File: config.mk
export PLATFORM = sky130hd
export DESIGN_NAME = rtos_priority_scheduler
export DESIGN_NICKNAME = d
export VERILOG_FILES = /design/src/rtl/core/rps_pkg.sv /design/src/rtl/core/rps_ram.sv /design/src/rtl/core/rps_ctrl.sv /design/src/rtl/core/rtos_priority_scheduler.sv
export SDC_FILE = /design/constraint.sdc
export NUM_CORES = 1
export LEC_CHECK = 0
export BUFFER_PORTS_ARGS = -buffer_cell sky130_fd_sc_hd__buf_2
export CAP_MARGIN = 20
export CORE_MARGIN = 5
export CORE_UTILIZATION = 45
export CTS_BUF_LIST = sky130_fd_sc_hd__clkbuf_8
export CTS_CLUSTER_DIAMETER = 60
export CTS_CLUSTER_SIZE = 28
export DETAILED_ROUTE_END_ITERATION = 10
export PLACE_DENSITY = 0.59
export SKIP_CTS_REPAIR_TIMING = 1
export SYNTH_ARGS = -nofsm -noshare
export SYNTH_HDL_FRONTEND = slang
export SYNTH_SLANG_ARGS = --single-unit
export TNS_END_PERCENT = 10
File: constraint.sdc
create_clock -name i_clk -period 8.7 [get_ports i_clk]
set_clock_uncertainty 0.05 [all_clocks]
set_input_delay 1.305 -clock i_clk [delete_from_list [all_inputs] [get_ports i_clk]]
set_output_delay 1.305 -clock i_clk [all_outputs]
set_load 0.01 [all_outputs]
File: src/rtl/core/rps_pkg.sv
package rps_pkg;

    localparam int MAX_THREADS = 32;
    localparam int PRIO_W      = 6;
    localparam int TICKS_W     = 32;
    localparam int ADDR_W      = (MAX_THREADS > 1) ? $clog2(MAX_THREADS) : 1;
    localparam int IDX_W       = $clog2(MAX_THREADS + 1);
    localparam int OP_W        = 2;
    localparam int IN_DATA_W   = ((PRIO_W + TICKS_W + 7) / 8) * 8;
    localparam int OUT_DATA_W  = ((PRIO_W + 1 + 7) / 8) * 8;

    typedef enum logic [OP_W-1:0] {
        OP_TICK  = 2'd0,
        OP_DELAY = 2'd1,
        OP_START = 2'd2,
        OP_SCHED = 2'd3
    } t_op;

    typedef enum logic [1:0] {
        ST_IDLE,
        ST_WALK,
        ST_SCHED
    } t_state;

    typedef struct packed {
        logic               we;
        logic [ADDR_W-1:0]  waddr;
        logic [TICKS_W-1:0] wdata;
        logic [ADDR_W-1:0]  raddr;
    } t_ram_req;

    // Highest set bit plus one, zero for an empty mask
    function automatic logic [PRIO_W-1:0] top_priority(input logic [MAX_THREADS-1:0] m);
        logic [PRIO_W-1:0] p;
        p = '0;
        for (int i = 0; i < MAX_THREADS; i++) begin
            if (m[i]) begin
                p = PRIO_W'(i + 1);
            end
        end
        return p;
    endfunction

endpackage

File: src/rtl/core/rps_ram.sv
module rps_ram #(
    parameter int WIDTH = 32,
    parameter int DEPTH = 32
) (
    input  logic                                        i_clk,
    input  logic                                        i_we,
    input  logic [((DEPTH > 1) ? $clog2(DEPTH) : 1)-1:0] i_waddr,
    input  logic [WIDTH-1:0]                            i_wdata,
    input  logic [((DEPTH > 1) ? $clog2(DEPTH) : 1)-1:0] i_raddr,
    output logic [WIDTH-1:0]                            o_rdata
);

    logic [WIDTH-1:0] r_mem [DEPTH];
    logic [WIDTH-1:0] r_rdata;

    always_ff @(posedge i_clk) begin
        if (i_we) begin
            r_mem[i_waddr] <= i_wdata;
        end
        r_rdata <= r_mem[i_raddr];
    end

    assign o_rdata = r_rdata;

endmodule

File: src/rtl/core/rps_ctrl.sv
module rps_ctrl (
    input  logic                        i_clk,
    input  logic                        i_rst_n,
    input  logic                        i_in_vld,
    output logic                        o_in_rdy,
    input  rps_pkg::t_op                i_op,
    input  logic [rps_pkg::PRIO_W-1:0]  i_prio,
    input  logic [rps_pkg::TICKS_W-1:0] i_ticks,
    output logic                        o_out_vld,
    input  logic                        i_out_rdy,
    output logic [rps_pkg::PRIO_W-1:0]  o_next,
    output logic                        o_sw,
    output rps_pkg::t_ram_req           o_ram_req,
    input  logic [rps_pkg::TICKS_W-1:0] i_ram_rdata
);
    import rps_pkg::*;

    t_state                 r_state, n_state;
    logic [MAX_THREADS-1:0] r_ready, n_ready;
    logic [MAX_THREADS-1:0] r_delayed, n_delayed;
    logic [PRIO_W-1:0]      r_cur, n_cur;
    logic                   r_cur_vld, n_cur_vld;
    logic [IDX_W-1:0]       r_idx, n_idx;
    logic                   r_wb_vld, n_wb_vld;
    logic [ADDR_W-1:0]      r_wb_idx, n_wb_idx;
    logic                   r_out_vld, n_out_vld;
    logic [PRIO_W-1:0]      r_next, n_next;
    logic                   r_sw, n_sw;

    logic                   accept;
    logic                   load_out;
    logic                   walk_done;
    logic [PRIO_W-1:0]      prio_m1;
    logic [PRIO_W-1:0]      cur_m1;
    logic [PRIO_W-1:0]      pick;
    logic                   start_ok;
    logic                   delay_ok;
    logic [TICKS_W-1:0]     dec;

    assign o_in_rdy  = (r_state == ST_IDLE);
    assign accept    = i_in_vld && o_in_rdy;
    assign load_out  = !r_out_vld || i_out_rdy;
    assign walk_done = (r_idx == IDX_W'(MAX_THREADS));
    assign prio_m1   = i_prio - PRIO_W'(1);
    assign cur_m1    = r_cur - PRIO_W'(1);
    assign start_ok  = (i_prio != '0) && (i_prio <= PRIO_W'(MAX_THREADS));
    assign delay_ok  = r_cur_vld && (r_cur != '0) && (r_cur <= PRIO_W'(MAX_THREADS));
    assign pick      = top_priority(r_ready);
    assign dec       = i_ram_rdata - TICKS_W'(1);

    // Next state
    always_comb begin
        n_state = r_state;
        unique case (r_state)
            ST_IDLE: begin
                if (accept) begin
                    unique case (i_op)
                        OP_TICK:  n_state = ST_WALK;
                        OP_DELAY: n_state = ST_SCHED;
                        OP_START: n_state = ST_IDLE;
                        OP_SCHED: n_state = ST_SCHED;
                        default:  n_state = ST_IDLE;
                    endcase
                end
            end
            ST_WALK: begin
                if (walk_done) begin
                    n_state = ST_SCHED;
                end
            end
            ST_SCHED: begin
                if (load_out) begin
                    n_state = ST_IDLE;
                end
            end
            default: n_state = ST_IDLE;
        endcase
    end

    // Datapath and memory control
    always_comb begin
        n_ready         = r_ready;
        n_delayed       = r_delayed;
        n_cur           = r_cur;
        n_cur_vld       = r_cur_vld;
        n_idx           = r_idx;
        n_wb_vld        = 1'b0;
        n_wb_idx        = r_idx[ADDR_W-1:0];
        n_out_vld       = r_out_vld && !i_out_rdy;
        n_next          = r_next;
        n_sw            = r_sw;
        o_ram_req.we    = 1'b0;
        o_ram_req.waddr = cur_m1[ADDR_W-1:0];
        o_ram_req.wdata = i_ticks;
        o_ram_req.raddr = r_idx[ADDR_W-1:0];

        unique case (r_state)
            ST_IDLE: begin
                if (accept) begin
                    unique case (i_op)
                        OP_START: begin
                            if (start_ok) begin
                                n_ready[prio_m1[ADDR_W-1:0]] = 1'b1;
                            end
                        end
                        OP_DELAY: begin
                            if (delay_ok) begin
                                o_ram_req.we = 1'b1;
                                n_ready[cur_m1[ADDR_W-1:0]]   = 1'b0;
                                n_delayed[cur_m1[ADDR_W-1:0]] = 1'b1;
                            end
                        end
                        OP_TICK:  n_idx = '0;
                        OP_SCHED: n_idx = r_idx;
                        default:  n_idx = r_idx;
                    endcase
                end
            end
            ST_WALK: begin
                // read one entry a cycle, write back the one read last cycle
                if (!walk_done) begin
                    n_idx    = r_idx + IDX_W'(1);
                    n_wb_vld = 1'b1;
                end
                if (r_wb_vld && r_delayed[r_wb_idx]) begin
                    o_ram_req.we    = 1'b1;
                    o_ram_req.waddr = r_wb_idx;
                    o_ram_req.wdata = dec;
                    if (dec == '0) begin
                        n_ready[r_wb_idx]   = 1'b1;
                        n_delayed[r_wb_idx] = 1'b0;
                    end
                end
            end
            ST_SCHED: begin
                if (load_out) begin
                    n_next    = pick;
                    n_sw      = !r_cur_vld || (pick != r_cur);
                    n_cur     = pick;
                    n_cur_vld = 1'b1;
                    n_out_vld = 1'b1;
                end
            end
            default: n_idx = r_idx;
        endcase
    end

    always_ff @(posedge i_clk) begin
        if (!i_rst_n) begin
            r_state   <= ST_IDLE;
            r_ready   <= '0;
            r_delayed <= '0;
            r_cur     <= '0;
            r_cur_vld <= 1'b0;
            r_idx     <= '0;
            r_wb_vld  <= 1'b0;
            r_out_vld <= 1'b0;
        end else begin
            r_state   <= n_state;
            r_ready   <= n_ready;
            r_delayed <= n_delayed;
            r_cur     <= n_cur;
            r_cur_vld <= n_cur_vld;
            r_idx     <= n_idx;
            r_wb_vld  <= n_wb_vld;
            r_out_vld <= n_out_vld;
        end
    end

    always_ff @(posedge i_clk) begin
        r_wb_idx <= n_wb_idx;
        r_next   <= n_next;
        r_sw     <= n_sw;
    end

    assign o_out_vld = r_out_vld;
    assign o_next    = r_next;
    assign o_sw      = r_sw;

endmodule

File: src/rtl/core/rtos_priority_scheduler.sv
// Start: no result; the next transfer is taken in the following cycle.
// Delay and schedule-only: the schedule state registers the result once the output is free.
// Tick: walks the timeout memory one entry a cycle, read then write back, then
// moves to the schedule state, which registers the result.
// Synchronous active-low reset clears masks, current thread and output valid;
// the timeout memory is not cleared, only entries written by a delay are used.
module rtos_priority_scheduler (
    input  logic                           i_clk,
    input  logic                           i_rst_n,
    input  logic                           i_s_axis_tvalid,
    output logic                           o_s_axis_tready,
    // [5:0] thread_priority, [37:6] delay_ticks, rest zero
    input  logic [rps_pkg::IN_DATA_W-1:0]  i_s_axis_tdata,
    // [1:0] operation
    input  logic [rps_pkg::OP_W-1:0]       i_s_axis_tuser,
    output logic                           o_m_axis_tvalid,
    input  logic                           i_m_axis_tready,
    // [5:0] next_thread, [6] switch_request, [7] zero
    output logic [rps_pkg::OUT_DATA_W-1:0] o_m_axis_tdata
);
    import rps_pkg::*;

    t_ram_req           ram_req;
    logic [TICKS_W-1:0] ram_rdata;
    logic [PRIO_W-1:0]  next_thread;
    logic               switch_request;

    rps_ram #(
        .WIDTH (TICKS_W),
        .DEPTH (MAX_THREADS)
    ) u_timeout_ram (
        .i_clk   (i_clk),
        .i_we    (ram_req.we),
        .i_waddr (ram_req.waddr),
        .i_wdata (ram_req.wdata),
        .i_raddr (ram_req.raddr),
        .o_rdata (ram_rdata)
    );

    rps_ctrl u_ctrl (
        .i_clk       (i_clk),
        .i_rst_n     (i_rst_n),
        .i_in_vld    (i_s_axis_tvalid),
        .o_in_rdy    (o_s_axis_tready),
        .i_op        (t_op'(i_s_axis_tuser)),
        .i_prio      (i_s_axis_tdata[PRIO_W-1:0]),
        .i_ticks     (i_s_axis_tdata[PRIO_W+TICKS_W-1:PRIO_W]),
        .o_out_vld   (o_m_axis_tvalid),
        .i_out_rdy   (i_m_axis_tready),
        .o_next      (next_thread),
        .o_sw        (switch_request),
        .o_ram_req   (ram_req),
        .i_ram_rdata (ram_rdata)
    );

    assign o_m_axis_tdata = {(OUT_DATA_W - PRIO_W - 1)'(0), switch_request, next_thread};

endmodule

==> summary.md <==
| Metric | Value |
|---|---|
| Status | `complete, no violations` |
| Total CTS buffers | `91` |
| Max_slew headroom | `21.37%` |
| Fin crit share | `between 50 and 60%` |
| Final number of hold-violating endpoints | `0` |
| DIE WIDTH | `roughly 330 um` |
| Clock root cell | `clkbuf_8` |
| #FFs+latches synth | `1,149` |
| Synth area leader | `edfxtp_1` |
| I/O Buffers | `52` |
| Initial DRC count | `about 3k` |
| Met1 GRT Util | `~31%` |
| Post-synth EDFFs | `just over 1k` |
| WP data required | `between 9 and 10 ns` |
| Core Region | `a little over 0.1 mm2` |
| DRT Pass-1 Iters | `5` |
| Max-cap violations | `0` |
| R2r setup slk | `approximately 3.9 ns` |
| Non-Filler Instances | `3,973` |
| Post-synth cell types | `a little under 80` |
| Antenna Violating Nets Remaining | `0` |
| Fin worst setup slack | `between 3 and 4 ns` |
| Unrepaired setup endpoints after global routing | `false` |
| Post-Syn Area | `0.04617 mm2` |
| Top post-synthesis cells by area | `edfxtp_1 67%, mux4_2 16%, dfxtp_1 5.1%` |
| Initial Util | `between 40% and 50%` |
| CP Max Fanout | `60` |
| Clock Latency Late Sink | `roughly 0.82 ns` |
| Die area | `about 0.11 mm2` |
| Total Neg Setup Slack | `0 ns` |
| Post-Syn Nets | `2,488` |
| # rows | `between 100 and 150` |
| Final setup viols | `0` |
| Final wirelength | `approximately 120,000 um` |
| Via density | `6.059` |
| Post-synthesis sequential area ratio | `slightly above 70%` |
| Peak VDD IR | `157.7 uV` |
| Dpl hpwl | `between 60,000 and 70,000 um` |
| Worst Tran Pin Value | `about 1.2 ns` |
| Nature of the critical path startpoint | `register` |
| Via count | `24.07k` |
| Hold path startpoint | `u_ctrl.r_delayed[19]$_SDFFE_PN0P_` |
| Synthesis-to-finish area growth | `10.35%` |
| Mean routed wirelength per cell | `~30 um` |
| Busiest grt layer | `met2` |
| Leak pwr | `roughly 15 nW` |
| Clock sink count | `1,149` |
| Die Span Y | `330.3 um` |
| Total GRT Usage | `between 20% and 30%` |
| DRC | `0` |
| Met2 Use GR | `around a third` |
| Min Tclk post-route | `between 4 and 5 ns` |
| M3 GR Usage | `3.483%` |
| WS Path Type | `reg2reg` |
| Placed Cells incl. Taps | `3,788` |
| Largest net degree at the start of global routing | `about 150` |
| Main synth FF type | `edfxtp_1` |
| Pins over their slew limit | `0` |
| CTS tree | `built` |
| CP endpoint kind | `register` |
| Max Fclk | `approximately 210 MHz` |
| Post-route cell area | `a little over 0.05 mm2` |
| Cells after Synth | `2,430` |
| Worst flop-to-flop path startpoint | `u_ctrl.r_wb_idx[0]$_DFF_P_` |
| Placer Congestion | `slightly below 0.9` |
| Share of the synthesized area in the top cell type | `between 60% and 70%` |
| Hold Path Class | `reg2reg` |
| Hold Path End | `u_ctrl.r_delayed[19]$_SDFFE_PN0P_` |
| Wire length of the first global-routing pass | `about 170,000 um` |
| DP Worst Slack | `3.690 ns` |
| Clock buffer depth | `3` |
| Most frequent cells in the layout | `1,031 x edfxtp_1, 322 x mux4_2, 113 x dfxtp_1` |
| Clock transition at the registers of the reported paths | `between 0.1 and 0.15 ns` |
| Hold Crit Depth | `2` |
| Initial antenna violation count | `3` |
| Final net count | `2,581` |
| YS warnings | `0` |
| Area after DPL | `around 0.049 mm2` |
| Synth Area per Inst | `19.00 um2` |
| Final core occ | `about 50%` |
| H-tree Lvls | `3` |
| Vias in the first global route | `about 24k` |
| PD cells | `approximately 200 mW/mm2` |
| Num ports | `56` |
| Share of layout cells above drive strength 1 | `28.13%` |
| GRT Residual Overflow | `0` |
| Reg2Reg Depth | `10` |
| CP arrival | `5.16 ns` |
| Asr flop ratio synth | `0%` |
| Reg2reg end | `u_timeout_ram.r_mem[29][30]$_DFFE_PP_` |
| Most common cell after layout, fill and taps aside | `edfxtp_1` |
## synth_stat cells, drive strengths merged, types with 11 or more instances
master,instances
edfxtp,1031
mux4,322
nor2,129
dfxtp,118
clkbuf,104
nand2,99
o21ai,74
a21oi,64
buf,34
o211ai,34
mux2,33
nor3,32
xnor2,30
nand3,28
inv,22
nor4,20
mux2i,19
o31ai,19
o22ai,15
xor2,15
ha,12
nand4,12
a221o,11
and3,11
nand2b,11
## where the power goes
part	internal, W	switching, W	total (W)	leakage (nW)
sequential	0.00601	0.0000289	0.00604	10.2
combinational	0.000217	0.000268	0.000484	3.83
clock	0.00127	0.00215	0.00342	1.11
## state kept, by name (all words and copies together), names as in the netlist
name	flops
u_timeout_ram.r_mem	1024
u_ctrl.r_delayed	32
u_ctrl.r_ready	32
u_timeout_ram.o_rdata	32
u_ctrl.o_next	6
u_ctrl.r_cur	6
u_ctrl.r_idx	6
u_ctrl.r_wb_idx	5
u_ctrl.r_state	2
u_ctrl.o_out_vld	1
u_ctrl.o_sw	1
u_ctrl.r_cur_vld	1
u_ctrl.r_wb_vld	1
## through the flow
| stage | total power (W) | hold slack (ns) |
|---|---|---|
| floorplan | 0.006496 | 0.2790 |
| global placement | 0.006633 | 0.4197 |
| detailed placement | 0.006646 | 0.4166 |
| CTS | 0.01003 | 0.4327 |
| global route | 0.01029 | 0.4630 |
| finish | 0.009937 | 0.4304 |
## layout make-up
cell class                      instances  area (um2)
Antenna cell                            3       7.507
Clock buffer                           93        1280
Clock inverter                         79       993.5
Fill cell                            8361       50940
Inverter                               23       86.33
Multi-Input combinational cell       1120       12510
Sequential cell                      1149       33340
Tap cell                             1368        1712
Timing Repair Buffer                  138        1021
## routing by layer
layer  share of wire, %  wire length, um
met3                6.4             7540
met4                2.3             2702
met2                 49            57190
met1                 42            49830
met5                  0                0
## worst max path at each step
stage                               start                                    end  slack [ns]  cells past startpoint
2_1_floorplan           i_s_axis_tuser[1]    u_timeout_ram.r_mem[6][0]$_DFFE_PP_        4.29                      9
3_3_place_gp            i_s_axis_tuser[1]  u_timeout_ram.r_mem[10][14]$_DFFE_PP_        3.73                      9
3_5_place_dp            i_s_axis_tuser[1]  u_timeout_ram.r_mem[10][14]$_DFFE_PP_        3.69                      9
4_1_cts        u_ctrl.r_wb_idx[0]$_DFF_P_   u_timeout_ram.r_mem[24][0]$_DFFE_PP_        3.93                     10
5_1_grt        u_ctrl.r_wb_idx[0]$_DFF_P_   u_timeout_ram.r_mem[24][0]$_DFFE_PP_        3.69                     10
6_report       u_ctrl.r_wb_idx[0]$_DFF_P_  u_timeout_ram.r_mem[29][30]$_DFFE_PP_        3.93                     10
## critical path: stages (launching register included)
cell and delay (ns):
dfxtp_1 0.33, buf_4 0.33, mux4_2 0.56, nand3_1 0.10
a2bb2oi_1 0.16, o211ai_1 0.22, nand3_4 0.30, buf_4 0.68
mux2i_1 0.48, nor2_4 0.51, buf_4 0.58
## logic make-up after synthesis
kind of cell / synth area share, %
adder cells (fa/ha/maj): 0.3252
XOR/XNOR: 0.8536
AND/OR/NAND/NOR: 4.222
buffers and inverters: 1.377
AO/OA/AOI/OAI: 4.124
other: 0.008122
flip-flops: 72.17
multiplexers: 16.92
(Power assumes the default switching activity.)
